<file path="src/hdl/kpi_pkg.sv">
// ----------------------------------------------------------------------------
// kpi_pkg: shared types for the keyframe pose interpolator
// Payload structs, controller/datapath command and status groups,
// fixed field widths.
// ----------------------------------------------------------------------------
`default_nettype none

package kpi_pkg;

  localparam int POS_W  = 32;   // Q16.16 position width
  localparam int ROT_W  = 16;   // Q2.14 quaternion component width
  localparam int FIDX_W = 6;    // frame index / span width
  localparam int DIV_W  = 64;   // shared divider width
  localparam int B_W    = 23;   // blended component width, signed

  typedef struct packed {
    logic                    req_type;
    logic [FIDX_W-1:0]       span_frames;
    logic signed [POS_W-1:0] pos_x;
    logic signed [POS_W-1:0] pos_y;
    logic signed [POS_W-1:0] pos_z;
    logic signed [ROT_W-1:0] rot_w;
    logic signed [ROT_W-1:0] rot_x;
    logic signed [ROT_W-1:0] rot_y;
    logic signed [ROT_W-1:0] rot_z;
  } kpi_in_t;

  typedef struct packed {
    logic [FIDX_W-1:0]       frame_index;
    logic signed [POS_W-1:0] out_x;
    logic signed [POS_W-1:0] out_y;
    logic signed [POS_W-1:0] out_z;
    logic signed [ROT_W-1:0] out_w;
    logic signed [ROT_W-1:0] out_qx;
    logic signed [ROT_W-1:0] out_qy;
    logic signed [ROT_W-1:0] out_qz;
    logic                    last;
  } kpi_out_t;

  // commands from controller to datapath
  typedef struct packed {
    logic       load_start;
    logic       load_end;
    logic       b_calc;
    logic       sq_acc;
    logic [1:0] comp_idx;
    logic       norm_step;
    logic       sqrt_init;
    logic       sqrt_step;
    logic       div_load;
    logic       div_step;
    logic       div_store;
    logic [2:0] div_idx;
    logic       out_load;
    logic       next_frame;
  } kpi_cmd_t;

  // status from datapath to controller
  typedef struct packed {
    logic acc_zero;
    logic acc_norm;
    logic last;
  } kpi_sts_t;

endpackage

`default_nettype wire

</file>
<file path="src/hdl/keyframe_pose_interpolator_core.sv">
// ----------------------------------------------------------------------------
// keyframe_pose_interpolator_core: keyframe pose interpolation
// Position lerp and normalized quaternion blend between two key poses.
// ----------------------------------------------------------------------------
// Usage:
//   Input items go on in_valid/in_stall/in_data. An item with req_type 0
//   stores the start pose and produces nothing. An item with
//   req_type 1 stores the end pose and span n, then produces n+1 frame
//   items on out_valid/out_stall/out_data, frame_index 0..n, last set on
//   the final one. A span of zero produces a single frame of the start pose.
//   Each frame runs through blend and square sum, a zero test plus
//   normalize shifts, the square root (shifts and root skipped on a zero
//   blend), seven divisions (load, steps, store) on the one shared divider
//   (three positions, four quaternion components) and the frame hand-over.
//   in_stall stays high for the whole run.
//   Frames pass through an output register; while out_stall holds a frame,
//   the next one finishes and waits, and the next input item is taken as
//   soon as the last frame sits in that register.
//   Reset (rst_n low, synchronous) clears both key poses to zero and
//   empties the output register.
// ----------------------------------------------------------------------------
`default_nettype none

module keyframe_pose_interpolator_core #(
  parameter int MAX_SPAN      = 63,
  parameter int ROT_FRAC_BITS = 14
) (
  input  wire logic             clk,
  input  wire logic             rst_n,
  input  wire logic             in_valid,
  output logic                  in_stall,
  input  wire kpi_pkg::kpi_in_t in_data,
  output logic                  out_valid,
  input  wire logic             out_stall,
  output kpi_pkg::kpi_out_t     out_data
);

  kpi_pkg::kpi_cmd_t cmd;
  kpi_pkg::kpi_sts_t sts;

  // frame sequencer
  kpi_ctrl u_ctrl (
    .clk         (clk),
    .rst_n       (rst_n),
    .in_valid    (in_valid),
    .in_req_type (in_data.req_type),
    .in_stall    (in_stall),
    .out_valid   (out_valid),
    .out_stall   (out_stall),
    .cmd         (cmd),
    .sts         (sts)
  );

  // arithmetic and storage
  kpi_dpath #(
    .MAX_SPAN      (MAX_SPAN),
    .ROT_FRAC_BITS (ROT_FRAC_BITS)
  ) u_dpath (
    .clk      (clk),
    .rst_n    (rst_n),
    .in_data  (in_data),
    .cmd      (cmd),
    .sts      (sts),
    .out_data (out_data)
  );

endmodule

`default_nettype wire

</file>
<file path="src/hdl/kpi_ctrl.sv">
// ----------------------------------------------------------------------------
// kpi_ctrl: frame sequencer
// Walks each frame through blend, square-sum, normalize, square root and
// seven shared divisions, then hands the frame to the output register.
// ----------------------------------------------------------------------------
`default_nettype none

module kpi_ctrl (
  input  wire logic              clk,
  input  wire logic              rst_n,
  input  wire logic              in_valid,
  input  wire logic              in_req_type,
  output logic                   in_stall,
  output logic                   out_valid,
  input  wire logic              out_stall,
  output kpi_pkg::kpi_cmd_t      cmd,
  input  wire kpi_pkg::kpi_sts_t sts
);

  typedef enum logic [3:0] {
    S_IDLE, S_BCALC, S_SQ, S_NORM, S_SQRT, S_DLOAD, S_DSTEP, S_DSTORE, S_EMIT
  } state_t;

  localparam logic [5:0] SqrtLast = 6'd30;
  localparam logic [5:0] DivLast  = 6'(kpi_pkg::DIV_W - 1);
  localparam logic [2:0] KLast    = 3'd6;

  state_t     state_r, state_nxt;
  logic [5:0] cnt_r, cnt_nxt;
  logic [2:0] k_r, k_nxt;
  logic       out_valid_r, out_valid_nxt;
  logic       accept;
  logic       out_free;

  assign in_stall  = (state_r != S_IDLE);
  assign out_valid = out_valid_r;
  assign accept    = in_valid && !in_stall;
  assign out_free  = !out_valid_r || !out_stall;

  // next state and commands
  always_comb begin
    state_nxt     = state_r;
    cnt_nxt       = cnt_r;
    k_nxt         = k_r;
    out_valid_nxt = out_valid_r && out_stall;
    cmd           = '0;
    cmd.comp_idx  = cnt_r[1:0];
    cmd.div_idx   = k_r;
    case (state_r)
      S_IDLE: begin
        if (accept) begin
          if (in_req_type) begin
            cmd.load_end = 1'b1;
            cnt_nxt      = '0;
            state_nxt    = S_BCALC;
          end else begin
            cmd.load_start = 1'b1;
          end
        end
      end
      S_BCALC: begin
        cmd.b_calc = 1'b1;
        cnt_nxt    = cnt_r + 6'd1;
        if (cnt_r[1:0] == 2'd3) begin
          cnt_nxt   = '0;
          state_nxt = S_SQ;
        end
      end
      S_SQ: begin
        cmd.sq_acc = 1'b1;
        cnt_nxt    = cnt_r + 6'd1;
        if (cnt_r[1:0] == 2'd3) begin
          state_nxt = S_NORM;
        end
      end
      S_NORM: begin
        if (sts.acc_zero) begin
          k_nxt     = '0;
          state_nxt = S_DLOAD;
        end else if (sts.acc_norm) begin
          cmd.sqrt_init = 1'b1;
          cnt_nxt       = '0;
          state_nxt     = S_SQRT;
        end else begin
          cmd.norm_step = 1'b1;
        end
      end
      S_SQRT: begin
        cmd.sqrt_step = 1'b1;
        cnt_nxt       = cnt_r + 6'd1;
        if (cnt_r == SqrtLast) begin
          k_nxt     = '0;
          state_nxt = S_DLOAD;
        end
      end
      S_DLOAD: begin
        cmd.div_load = 1'b1;
        cnt_nxt      = '0;
        state_nxt    = S_DSTEP;
      end
      S_DSTEP: begin
        cmd.div_step = 1'b1;
        cnt_nxt      = cnt_r + 6'd1;
        if (cnt_r == DivLast) begin
          state_nxt = S_DSTORE;
        end
      end
      S_DSTORE: begin
        cmd.div_store = 1'b1;
        k_nxt         = k_r + 3'd1;
        state_nxt     = (k_r == KLast) ? S_EMIT : S_DLOAD;
      end
      S_EMIT: begin
        if (out_free) begin
          cmd.out_load  = 1'b1;
          out_valid_nxt = 1'b1;
          cnt_nxt       = '0;
          if (sts.last) begin
            state_nxt = S_IDLE;
          end else begin
            cmd.next_frame = 1'b1;
            state_nxt      = S_BCALC;
          end
        end
      end
      default: begin
        state_nxt = S_IDLE;
      end
    endcase
  end

  // state and registered outputs
  always_ff @(posedge clk) begin
    if (!rst_n) begin
      state_r     <= S_IDLE;
      cnt_r       <= '0;
      k_r         <= '0;
      out_valid_r <= 1'b0;
    end else begin
      state_r     <= state_nxt;
      cnt_r       <= cnt_nxt;
      k_r         <= k_nxt;
      out_valid_r <= out_valid_nxt;
    end
  end

endmodule

`default_nettype wire

</file>
<file path="src/hdl/kpi_dpath.sv">
// ----------------------------------------------------------------------------
// kpi_dpath: interpolation datapath
// Key storage, quaternion blend and square-sum, normalize shifter,
// bit-pair square root, one shared restoring divider and output register.
// ----------------------------------------------------------------------------
`default_nettype none

module kpi_dpath #(
  parameter int MAX_SPAN      = 63,
  parameter int ROT_FRAC_BITS = 14
) (
  input  wire logic              clk,
  input  wire logic              rst_n,
  input  wire kpi_pkg::kpi_in_t  in_data,
  input  wire kpi_pkg::kpi_cmd_t cmd,
  output kpi_pkg::kpi_sts_t      sts,
  output kpi_pkg::kpi_out_t      out_data
);

  localparam int PW  = kpi_pkg::POS_W;
  localparam int RW  = kpi_pkg::ROT_W;
  localparam int FW  = kpi_pkg::FIDX_W;
  localparam int DW  = kpi_pkg::DIV_W;
  localparam int BW  = kpi_pkg::B_W;
  localparam int PRW = PW + 8;  // signed product of difference and index
  localparam logic [FW-1:0] MaxSpanW = FW'(MAX_SPAN);
  localparam logic [DW-1:0] NormLim  = DW'(1) << 60;
  localparam logic [DW-1:0] RotCap   = DW'(1) << ROT_FRAC_BITS;

  // key storage
  logic signed [PW-1:0] s_pos_r [3];
  logic signed [PW-1:0] e_pos_r [3];
  logic signed [RW-1:0] s_rot_r [4];
  logic signed [RW-1:0] e_rot_r [4];
  logic [FW-1:0]        n_r, eff_r, i_r;

  // frame working registers
  logic signed [BW-1:0] b_r [4];
  logic [DW-1:0]        acc_r;
  logic [5:0]           sh_r;
  logic [DW-1:0]        sx_r, sres_r, sbit_r;
  logic [DW:0]          rem_r;
  logic [DW-1:0]        quo_r, den_r;
  logic                 neg_r;
  logic signed [PW-1:0] pos_res_r [3];
  logic signed [RW-1:0] rot_res_r [4];
  kpi_pkg::kpi_out_t    out_r;

  // span saturation
  logic [FW-1:0] span_sat;
  assign span_sat = (in_data.span_frames > MaxSpanW) ? MaxSpanW : in_data.span_frames;

  // blend of one component: s*(eff-i) + e*i, eff being n, or 1 for a zero span
  logic [FW-1:0]        w0;
  logic signed [BW-1:0] sx_b, ex_b, w0_b, w1_b, b_calc;
  always_comb begin
    w0     = eff_r - i_r;
    sx_b   = {{(BW-RW){s_rot_r[cmd.comp_idx][RW-1]}}, s_rot_r[cmd.comp_idx]};
    ex_b   = {{(BW-RW){e_rot_r[cmd.comp_idx][RW-1]}}, e_rot_r[cmd.comp_idx]};
    w0_b   = {{(BW-FW){1'b0}}, w0};
    w1_b   = {{(BW-FW){1'b0}}, i_r};
    b_calc = sx_b * w0_b + ex_b * w1_b;
  end

  // square of one blended component
  logic [BW-2:0]       bmag_sq;
  logic [2*BW-3:0]     sq;
  logic signed [BW-1:0] b_sel;
  always_comb begin
    b_sel   = b_r[cmd.comp_idx];
    bmag_sq = b_sel[BW-1] ? (BW-1)'(-b_sel) : b_sel[BW-2:0];
    sq      = {{(BW-1){1'b0}}, bmag_sq} * {{(BW-1){1'b0}}, bmag_sq};
  end

  // square root step
  logic [DW-1:0] s_trial;
  assign s_trial = sres_r + sbit_r;

  // divider step
  logic [DW:0] d_t;
  logic        d_ge;
  assign d_t  = {rem_r[DW-1:0], quo_r[DW-1]};
  assign d_ge = d_t >= {1'b0, den_r};

  // divider operands
  logic [1:0]            pk, rk;
  logic signed [PW:0]    diff;
  logic signed [PRW-1:0] prod;
  logic [PRW-1:0]        pmag;
  logic signed [BW-1:0]  b_div;
  logic [BW-2:0]         bmag_dv;
  logic [6:0]            shamt;
  logic [DW-1:0]         rshift;
  always_comb begin
    pk      = cmd.div_idx[1:0];
    rk      = 2'(cmd.div_idx - 3'd3);
    diff    = {e_pos_r[pk][PW-1], e_pos_r[pk]} - {s_pos_r[pk][PW-1], s_pos_r[pk]};
    prod    = {{(PRW-PW-1){diff[PW]}}, diff} * $signed({{(PRW-FW){1'b0}}, i_r});
    pmag    = prod[PRW-1] ? PRW'(-prod) : prod;
    b_div   = b_r[rk];
    bmag_dv = b_div[BW-1] ? (BW-1)'(-b_div) : b_div[BW-2:0];
    shamt   = 7'(ROT_FRAC_BITS) + {2'b0, sh_r[5:1]};
    rshift  = DW'(bmag_dv) << shamt;
  end

  // divider result
  logic [DW-1:0] q_cap, q_rot;
  always_comb begin
    q_cap = (quo_r > RotCap) ? RotCap : quo_r;
    q_rot = neg_r ? DW'(-q_cap) : q_cap;
  end

  // key and frame registers
  always_ff @(posedge clk) begin
    if (!rst_n) begin
      for (int l = 0; l < 3; l++) begin
        s_pos_r[l] <= '0;
        e_pos_r[l] <= '0;
      end
      for (int l = 0; l < 4; l++) begin
        s_rot_r[l] <= '0;
        e_rot_r[l] <= '0;
      end
      n_r   <= '0;
      eff_r <= FW'(1);
      i_r   <= '0;
    end else begin
      if (cmd.load_start) begin
        s_pos_r[0] <= in_data.pos_x;
        s_pos_r[1] <= in_data.pos_y;
        s_pos_r[2] <= in_data.pos_z;
        s_rot_r[0] <= in_data.rot_w;
        s_rot_r[1] <= in_data.rot_x;
        s_rot_r[2] <= in_data.rot_y;
        s_rot_r[3] <= in_data.rot_z;
      end
      if (cmd.load_end) begin
        e_pos_r[0] <= in_data.pos_x;
        e_pos_r[1] <= in_data.pos_y;
        e_pos_r[2] <= in_data.pos_z;
        e_rot_r[0] <= in_data.rot_w;
        e_rot_r[1] <= in_data.rot_x;
        e_rot_r[2] <= in_data.rot_y;
        e_rot_r[3] <= in_data.rot_z;
        n_r        <= span_sat;
        eff_r      <= (span_sat == '0) ? FW'(1) : span_sat;
        i_r        <= '0;
      end
      if (cmd.next_frame) begin
        i_r <= i_r + FW'(1);
      end
    end
  end

  // arithmetic working registers
  always_ff @(posedge clk) begin
    if (cmd.b_calc) begin
      b_r[cmd.comp_idx] <= b_calc;
    end
    if (cmd.sq_acc) begin
      acc_r <= (cmd.comp_idx == 2'd0) ? DW'(sq) : acc_r + DW'(sq);
      sh_r  <= '0;
    end
    if (cmd.norm_step) begin
      acc_r <= acc_r << 2;
      sh_r  <= sh_r + 6'd2;
    end
    if (cmd.sqrt_init) begin
      sx_r   <= acc_r;
      sres_r <= '0;
      sbit_r <= NormLim;
    end
    if (cmd.sqrt_step) begin
      if (sx_r >= s_trial) begin
        sx_r   <= sx_r - s_trial;
        sres_r <= (sres_r >> 1) + sbit_r;
      end else begin
        sres_r <= sres_r >> 1;
      end
      sbit_r <= sbit_r >> 2;
    end
    if (cmd.div_load) begin
      rem_r <= '0;
      if (cmd.div_idx < 3'd3) begin
        quo_r <= DW'({pmag, 1'b0}) + DW'(eff_r);
        den_r <= DW'({eff_r, 1'b0});
        neg_r <= prod[PRW-1];
      end else begin
        quo_r <= (rshift << 1) + sres_r;
        den_r <= sres_r << 1;
        neg_r <= b_div[BW-1];
      end
    end
    if (cmd.div_step) begin
      rem_r <= d_ge ? (d_t - {1'b0, den_r}) : d_t;
      quo_r <= {quo_r[DW-2:0], d_ge};
    end
    if (cmd.div_store) begin
      if (cmd.div_idx < 3'd3) begin
        pos_res_r[pk] <= neg_r ? s_pos_r[pk] - quo_r[PW-1:0] : s_pos_r[pk] + quo_r[PW-1:0];
      end else begin
        rot_res_r[rk] <= (acc_r == '0) ? '0 : q_rot[RW-1:0];
      end
    end
    if (cmd.out_load) begin
      out_r.frame_index <= i_r;
      out_r.out_x       <= pos_res_r[0];
      out_r.out_y       <= pos_res_r[1];
      out_r.out_z       <= pos_res_r[2];
      out_r.out_w       <= rot_res_r[0];
      out_r.out_qx      <= rot_res_r[1];
      out_r.out_qy      <= rot_res_r[2];
      out_r.out_qz      <= rot_res_r[3];
      out_r.last        <= (i_r == n_r);
    end
  end

  assign sts.acc_zero = (acc_r == '0);
  assign sts.acc_norm = (acc_r >= NormLim);
  assign sts.last     = (i_r == n_r);
  assign out_data     = out_r;

endmodule

`default_nettype wire
</file>
<file path="config.mk">
export PLATFORM = sky130hd
export DESIGN_NAME = keyframe_pose_interpolator_core
export DESIGN_NICKNAME = d
export VERILOG_FILES = /design/src/hdl/kpi_pkg.sv /design/src/hdl/keyframe_pose_interpolator_core.sv /design/src/hdl/kpi_ctrl.sv /design/src/hdl/kpi_dpath.sv
export SDC_FILE = /design/constraint.sdc
export NUM_CORES = 2
export LEC_CHECK = 0
export BUFFER_PORTS_ARGS = -buffer_cell sky130_fd_sc_hd__buf_2
export CORE_MARGIN = 4
export CORE_UTILIZATION = 30
export CTS_BUF_LIST = sky130_fd_sc_hd__clkbuf_8
export CTS_CLUSTER_DIAMETER = 40
export DETAILED_ROUTE_END_ITERATION = 10
export SLEW_MARGIN = 20
export SYNTH_ARGS = -nofsm -noshare
export SYNTH_HDL_FRONTEND = slang
export SYNTH_HIERARCHICAL = 1
export SYNTH_SLANG_ARGS = --single-unit
</file>
<file path="constraint.sdc">
create_clock -name clk -period 13.02 [get_ports clk]
set_input_delay 0 -clock clk [delete_from_list [all_inputs] [get_ports clk]]
set_output_delay 0 -clock clk [all_outputs]
set_load 0.02 [all_outputs]
</file>
# Word level (Yosys, flattened, before mapping)
# Memories as Yosys holds them, arrays and structs flattened. A register that Yosys moved wholly into a read port is not among the register bits.
# Index checks and enable logic that the tools add are counted.
[totals]
mem_count = 7
ramBits = 572
register_bits = 461
wordCells = 232
[memory_table]
columns = ["name", "depth", "word_bits", "rd", "rd_clocked_by_memory_dff", "wr", "line_no", "text"]
rows = [
  ["u_dpath.e_pos_r", 3, 32, 1, 1, 3, "kpi_dpath.sv:32", "logic signed [PW-1:0] e_pos_r [3];"],
  ["u_dpath.pos_res_r", 3, 32, 3, 3, 1, "kpi_dpath.sv:45", "logic signed [PW-1:0] pos_res_r [3];"],
  ["u_dpath.s_pos_r", 3, 32, 1, 1, 3, "kpi_dpath.sv:31", "logic signed [PW-1:0] s_pos_r [3];"],
  ["u_dpath.b_r", 4, 23, 2, 1, 1, "kpi_dpath.sv:38", "logic signed [BW-1:0] b_r [4];"],
  ["u_dpath.e_rot_r", 4, 16, 1, 1, 4, "kpi_dpath.sv:34", "logic signed [RW-1:0] e_rot_r [4];"],
  ["u_dpath.rot_res_r", 4, 16, 4, 4, 1, "kpi_dpath.sv:46", "logic signed [RW-1:0] rot_res_r [4];"],
  ["+1 memories", "-", "-", "-", "-", "-", "-", ""],
]
[op_classes]
order_cmp = 6
shifts = 1
n_reduce_logical = 21
add_sub_neg = 22
n_mul = 4
n_eq_ne = 24
mux = 112
n_bitwise = 14
[ops]
columns = ["cell", "n"]
rows = [
  ["2-to-1 mux 64 bit", 15],
  ["2-to-1 mux 32 bit", 7],
  ["2-to-1 mux 16 bit", 11],
  ["subtractor 64 bit", 2],
  ["2-to-1 mux 6 bit", 12],
  ["greater-or-equal comparator 65 x 64 -> 1 bit", 1],
  ["adder 63 x 61 -> 64 bit", 1],
  ["adder 64 x 44 -> 64 bit", 1],
  ["adder 64 x 61 -> 64 bit", 1],
  ["adder 64 bit", 1],
  ["greater-or-equal comparator 64 x 61 -> 1 bit, second input constant", 1],
  ["greater-or-equal comparator 64 bit", 1],
  ["> comparator 64 x 15 -> 1 bit, second input constant", 1],
  ["logical NOT 64 bit", 1],
  ["<< shifter 22 x 7 -> 63 bit", 1],
  ["2-to-1 mux 61 bit", 1],
  ["2-to-1 mux 59 bit", 1],
  ["multiplier 16 x 7 -> 23 bit", 2],
  ["multiplier 22 x 22 -> 44 bit", 1],
  ["2-to-1 mux 22 bit", 2],
  ["negator 22 bit", 2],
  ["adder 41 x 6 -> 42 bit", 1],
  ["multiplier 33 x 7 -> 40 bit", 1],
  ["2-to-1 mux 4 bit", 10],
  ["other kinds (49)", 126],
]

# Longest topological paths before layout
[depth]
ltp_word = 9
mapped_depth = 59

# Cells and area by module
# Netlist, hierarchy kept.
[modules_own_cells]
columns = ["mod", "cells_each", "area_per_inst_um2", "n_inst"]
rows = [
  ["kpi_dpath", 9944, 99790.7, 1],
  ["kpi_ctrl", 139, 1049.8, 1],
]

# Least setup slack after synthesis
# Ideal clock, no wire load.
[synth_path]
path_kind = "flip-flop to flip-flop"
from = "register u_ctrl.k_r[0]"
to = "register u_dpath.quo_r[39], data pin"
setup_time_ps = 169
slack_ps = -401
period_less_slack_ps = 13421
path_buffers = 10
stages_incl_launch_ff = 59
arrival_time_ps = 13251
required_time_ps = 12851
cell_sequence = "dfxtp_1 buf_2 buf_2 buf_1 clkbuf_1 clkbuf_1 mux2i_1 o21ai_0 ha_1 nor2b_1 o21ai_0 a21boi_0 o21ai_0 a21boi_0 o2111ai_1 a31o_2 o21ai_1 o21a_1 [23 not listed] buf_2 buf_1 nor2_1 xor2_1 ha_1 a21o_1 a21oi_1 inv_1 a21oi_1 nor2_1 o21ai_0 nor3_1 nand4_1 a222oi_1 and4_4 o21ai_2 o31a_1 o31ai_1"
[synth_between]
elab_chain_cells = 9
elab_cells_between_ends = 10
cone_classes = "add/sub (3); order compare (1); shift (1); mux (4); memory (1)"
[synth_lines]
columns = ["element", "line_no", "text"]
rows = [
  ["from (decl)", "kpi_ctrl.sv:30", "logic [2:0] k_r, k_nxt;"],
  ["from (signal assigned)", "kpi_ctrl.sv:142", "k_r <= k_nxt;"],
  ["subtractor 2 bit", "kpi_dpath.sv:96", "rk = 2'(cmd.div_idx - 3'd3);"],
  ["memory (4 x 23 bit)", "-", ""],
  ["negator 22 bit", "kpi_dpath.sv:101", "bmag_dv = b_div[BW-1] ? (BW-1)'(-b_div) : b_div[BW-2:0];"],
  ["2-to-1 mux 22 bit", "kpi_dpath.sv:101", ""],
  ["<< shifter 22 x 7 -> 63 bit", "kpi_dpath.sv:103", "rshift = DW'(bmag_dv) << shamt;"],
  ["adder 64 bit", "kpi_dpath.sv:189", "quo_r <= (rshift << 1) + sres_r;"],
  ["2-to-1 mux 64 bit (*)", "kpi_dpath.sv:184", "if (cmd.div_idx < 3'd3) begin"],
  ["2-to-1 mux 64 bit (*)", "kpi_dpath.sv:182", "if (cmd.div_load) begin"],
  ["2-to-1 mux 64 bit (*)", "kpi_dpath.sv:194", "if (cmd.div_step) begin"],
  ["to (signal assigned)", "kpi_dpath.sv:185", "quo_r <= DW'({pmag, 1'b0}) + DW'(eff_r);"],
  ["to (signal assigned)", "kpi_dpath.sv:189", ""],
  ["to (signal assigned)", "kpi_dpath.sv:196", "quo_r <= {quo_r[DW-2:0], d_ge};"],
  ["to (decl)", "kpi_dpath.sv:43", "logic [DW-1:0] quo_r, den_r;"],
]
# Mark *: on every way between the ends. The rest lies on a longest branch, timed or not. The select of a mux whose other input is x is not followed.
# A chain may end at the register's enable or synchronous reset.

==> flow_summary.html <==
<table>
<tr><th>Metric</th><th>Value</th></tr>
<tr><th colspan="2">Flow run</th></tr>
<tr><td>Max-cap violation count</td><td>0</td></tr>
<tr><th colspan="2">Clock network</th></tr>
<tr><td># H-tree levels</td><td>4</td></tr>
<tr><td>Clock-pin slew on the worst setup and hold paths</td><td>~60 ps</td></tr>
<tr><td>Maximum root-to-sink buffer count</td><td>4</td></tr>
<tr><td>Clock Latency Late Sink</td><td>roughly 980 ps</td></tr>
<tr><td>TritonCTS clock tree</td><td>yes</td></tr>
<tr><td>Clock root buffer master</td><td>sky130_fd_sc_hd__clkbuf_8</td></tr>
<tr><td>TritonCTS Sinks</td><td>between 1k and 1.5k</td></tr>
<tr><td>Inserted Clock Buffers</td><td>230</td></tr>
<tr><th colspan="2">Detailed routing</th></tr>
<tr><td>Starting DRC count in detailed routing</td><td>between 6k and 7k</td></tr>
<tr><td>Total Wirelength</td><td>a little under 300000 um</td></tr>
<tr><td>1st-pass router iterations</td><td>6</td></tr>
<tr><td>Average via count per standard cell</td><td>around 5.1</td></tr>
<tr><td>DRC Markers</td><td>0</td></tr>
<tr><td>Residual antenna-violating net count after detailed routing</td><td>0</td></tr>
<tr><td>Count of vias placed by the detailed router</td><td>between 70k and 80k</td></tr>
<tr><td>Average wire length per cell after detail routing</td><td>19.04 um</td></tr>
<tr><th colspan="2">STA</th></tr>
<tr><td>Post-route setup TNS</td><td>0 ps</td></tr>
<tr><td>Post-route clock period utilization</td><td>a little over nine tenths</td></tr>
<tr><td>Final hold viol count</td><td>0</td></tr>
<tr><td>Max-slew violation count</td><td>0</td></tr>
<tr><td>Slew at the pin closest to its max-slew limit</td><td>1219 ps</td></tr>
<tr><td>Unrepaired setup endpoints after global routing</td><td>false</td></tr>
<tr><td>F_max</td><td>between 80 and 90 MHz</td></tr>
<tr><td>Fin Clk Skew</td><td>about 70 ps</td></tr>
<tr><td>Least setup slack across all paths after layout</td><td>770.0 ps</td></tr>
<tr><td>Min Clock Period, post-route</td><td>roughly 12000 ps</td></tr>
<tr><td>Worst slew slack as a fraction of its limit</td><td>between 10% and 20%</td></tr>
<tr><td>Final Setup Violations</td><td>0</td></tr>
<tr><th colspan="2">Placement</th></tr>
<tr><td>Last weighted congestion value of the routability-driven placer</td><td>0.9471</td></tr>
<tr><td>Port Buf Inserts</td><td>around 340</td></tr>
<tr><td>Worst slack at placement</td><td>about 120 ps</td></tr>
<tr><td>HPWL Detailed</td><td>around 220000 um</td></tr>
<tr><td>Post-place instance area</td><td>roughly 110000 sq um</td></tr>
<tr><th colspan="2">Die</th></tr>
<tr><td>Initial core utilization</td><td>30.17%</td></tr>
<tr><td>Vertical die dimension</td><td>slightly below 600 um</td></tr>
<tr><td>Placeable Area</td><td>about 330000 sq um</td></tr>
<tr><td>Number of placement rows</td><td>approximately 210</td></tr>
<tr><td>Die Area</td><td>345500 sq um</td></tr>
<tr><td>Ports</td><td>340</td></tr>
<tr><td>Width of the die</td><td>587.8 um</td></tr>
<tr><th colspan="2">Finish</th></tr>
<tr><td>Share of post-route cells with drive strength above 1</td><td>just under 10%</td></tr>
<tr><td>Post-Layout Inst Area</td><td>approximately 120000 sq um</td></tr>
<tr><td>Filler cell count</td><td>approximately 34k</td></tr>
<tr><td>Synthesis-to-layout area growth</td><td>15.13%</td></tr>
<tr><td>Total number of nets in the final design</td><td>about 12k</td></tr>
<tr><th colspan="2">Global route</th></tr>
<tr><td>Number of global-route vias before repair</td><td>76.36k</td></tr>
<tr><td>Final global-route overflow total</td><td>0</td></tr>
<tr><td>First-pass GRT wire length</td><td>around 450000 um</td></tr>
<tr><td>Initial antenna violation count</td><td>18</td></tr>
<tr><td>GRT Resource Usage Total</td><td>16.33%</td></tr>
<tr><td>Maximum number of pins on one net before global-route repair</td><td>~150</td></tr>
<tr><th colspan="2">Yosys</th></tr>
<tr><td>Number of instances in the synthesized netlist</td><td>between 10k and 15k</td></tr>
<tr><td>Post-synthesis share of cell area spent on full adders, half adders and majority gates</td><td>a little over a fifth</td></tr>
<tr><td>Post-synthesis share of cell area spent on and, or, nand and nor gates</td><td>between 15 and 20%</td></tr>
<tr><td>Yosys reg bits</td><td>about 1.2k</td></tr>
<tr><td>Number of distinct library cell variants in the gate-level netlist after synthesis</td><td>113</td></tr>
<tr><td>Synth async-reset ratio</td><td>0%</td></tr>
<tr><td>Mux cell area share after synthesis</td><td>around 4.4%</td></tr>
<tr><td>Largest family of logic cells by synthesized area</td><td>adder cells</td></tr>
<tr><td>Cell Area, Synth</td><td>about 100000 sq um</td></tr>
<tr><td>Number of synthesis warnings</td><td>6</td></tr>
<tr><td>Proportion of synthesized chip area in sequential cells</td><td>approximately 34%</td></tr>
<tr><td>Xor/xnor share of the synthesized area</td><td>5.781%</td></tr>
<tr><td>EDFF count, synth</td><td>around 1.1k</td></tr>
<tr><td>Compound-Gate Fraction of Synth Area</td><td>between 10% and 20%</td></tr>
<tr><td>Top_reg_cell synth</td><td>sky130_fd_sc_hd__edfxtp_1</td></tr>
<tr><td>Post-synthesis average cell area</td><td>around 10 sq um</td></tr>
<tr><th colspan="2">Setup path</th></tr>
<tr><td>Data required time at the worst endpoint</td><td>around 14000 ps</td></tr>
<tr><td>Startpoint of the lowest-slack register-to-register path</td><td>u_ctrl/cnt_r[0]$_SDFFE_PN0P_</td></tr>
<tr><td>Startpoint of the most critical setup path</td><td>u_ctrl/cnt_r[0]$_SDFFE_PN0P_</td></tr>
<tr><td>Critical-path top delay cell</td><td>sky130_fd_sc_hd__fa_1</td></tr>
<tr><td>Startpoint-to-endpoint class of the critical path</td><td>flip-flop to flip-flop</td></tr>
<tr><td>Max FO, Critical Path</td><td>17</td></tr>
<tr><td>Arrival time at the worst endpoint</td><td>~13000 ps</td></tr>
<tr><td>CP peak stage delay</td><td>~570 ps</td></tr>
<tr><td>Critical path startpoint category</td><td>flip-flop</td></tr>
<tr><td>Endpoint kind of the worst setup timing path</td><td>flip-flop</td></tr>
<tr><th colspan="2">Run status</th></tr>
<tr><td>Outcome</td><td>finished clean</td></tr>
<tr><th colspan="2">Min path</th></tr>
<tr><td>Hold wc startpoint</td><td>out_stall</td></tr>
<tr><td>Worst hold-check path type</td><td>input port to flip-flop</td></tr>
</table>
[worst paths after layout]
kind / to / slack, ps / depth (start not counted)
setup / recovery: u_dpath/acc_r[46]$_DFFE_PP_ / 770 / 45
hold / removal: u_ctrl/out_valid$_SDFF_PN0_ / 140 / 4
setup reg to reg: u_dpath/acc_r[46]$_DFFE_PP_ / 770 / 45
hold reg to reg: u_dpath/out_data[94]$_DFFE_PP_ / 390 / 0
[critical path, delay by kind of cell, from the launching register on]
kind / cells / cell delay (ps)
AO/OA/AOI/OAI: 20 / 4390
adder cells (fa/ha/maj): 10 / 4030
AND/OR/NAND/NOR: 6 / 1270
buffers and inverters: 6 / 980
flip-flops: 1 / 520
XOR/XNOR: 2 / 430
multiplexers: 1 / 370
[cells in the mapped netlist (all sizes together) (55+ instances only)]
library cell	n	area [sq um]
o21bai	78	585.6
fa	656	13130
nand4	75	469.2
a31oi	121	757.0
xor2	228	1997
inv	990	3716
o21ai	405	2034
clkbuf	367	1378
a21oi	535	2678
xnor2	435	3810
o21a	102	765.7
dfxtp	98	1962
a211oi	95	733.2
and3	403	2521
ha	706	8833
mux2i	242	2422
or3	55	344.1
edfxtp	1093	32820
and2	417	2609
nand2	783	2939
nand3	114	570.6
a21o	238	1787
nor3	143	732.0
mux4	76	1712
nor2b	100	625.6
nand2b	90	563.0
nor2	763	2864
[state kept, by name, indices dropped and copies added (netlist names), 4 cells and up]
register,flops
u_ctrl/cnt_r,6
u_dpath/e_pos_r,96
u_dpath/sx_r,64
u_dpath/sres_r,64
u_dpath/i_r,6
u_dpath/n_r,6
u_dpath/s_pos_r,96
u_dpath/rot_res_r,64
u_dpath/quo_r,64
u_dpath/rem_r,64
u_dpath/e_rot_r,64
u_dpath/sh_r,5
u_dpath/out_data,167
u_dpath/b_r,92
u_dpath/den_r,63
u_dpath/acc_r,64
u_ctrl/state_r,4
u_dpath/pos_res_r,96
u_dpath/s_rot_r,64
u_dpath/sbit_r,31
u_dpath/eff_r,6
[metal layers]
metal  GRT usage [%]  up-vias  routed length, um  share of wire [%]
met4           3.450        4               6283                2.2
met1           23.22    37960             133600                 46
li1                -    36700                  -                  -
met3           2.839      377              19810                6.8
met5               0        -                 27             0.0093
met2           26.00     2335             131700                 45
[cells in the final DEF, fill, tap and decap left out, types with 237 or more instances in the layout]
cell type                       instances
sky130_fd_sc_hd__edfxtp_1            1093
sky130_fd_sc_hd__inv_1               1048
sky130_fd_sc_hd__nand2_1              782
sky130_fd_sc_hd__nor2_1               754
sky130_fd_sc_hd__ha_1                 706
sky130_fd_sc_hd__fa_1                 656
sky130_fd_sc_hd__a21oi_1              532
sky130_fd_sc_hd__xnor2_1              432
sky130_fd_sc_hd__and2_1               416
sky130_fd_sc_hd__and3_1               402
sky130_fd_sc_hd__o21ai_0              376
sky130_fd_sc_hd__dlygate4sd3_1        345
sky130_fd_sc_hd__buf_2                338
sky130_fd_sc_hd__mux2i_1              242
sky130_fd_sc_hd__clkbuf_8             238
sky130_fd_sc_hd__a21o_1               237
[final cells by class]
cell class              instances  area (sq um)  share of cell area, %
multi-input cells            7482         61000                  52.54
diodes                          6         15.01                0.01293
repair buffers                828          6289                  5.417
inverters                     997          3742                  3.223
clock inverters               178          1485                  1.279
flip-flops and latches       1191         34800                  29.98
clock buffers                 238          3276                  2.821
well taps                    4387          5489                  4.728
[through the flow]
step | hold slack, ps | util (%) | std cells
after global routing | 81.42 | 34.74 | 15310
after detailed placement | 279.6 | 32.24 | 14540
after floorplan | 121.7 | - | 10090
final | 140.6 | 34.74 | 15310
after CTS | 78.22 | 34.70 | 15300
after global placement | 274.9 | 32.23 | 14540
[what timing repair did]
| action | 4_1_cts | 5_1_grt |
|---|---|---|
| buffers inserted | 0 | 3 |
| hold endpoints to repair | 407 | 0 |
| setup endpoints to repair | 0 | 40 |
| hold buffers | 345 | 0 |
| resized for setup | 0 | 12 |
[cells by family (layout without fill, tap and decap cells)]
logic type	Yosys count	after routing
fa+ha+maj	1363	1363
buf+inv	1413	2241
simple gates	3133	3133
flops	1191	1191
xor+xnor	664	664
other cells	2	11
mux	343	343
compound gates	1974	1974
Power is not shown: default switching activity piles up to over one toggle a cycle in this logic, so the estimate is an artifact.
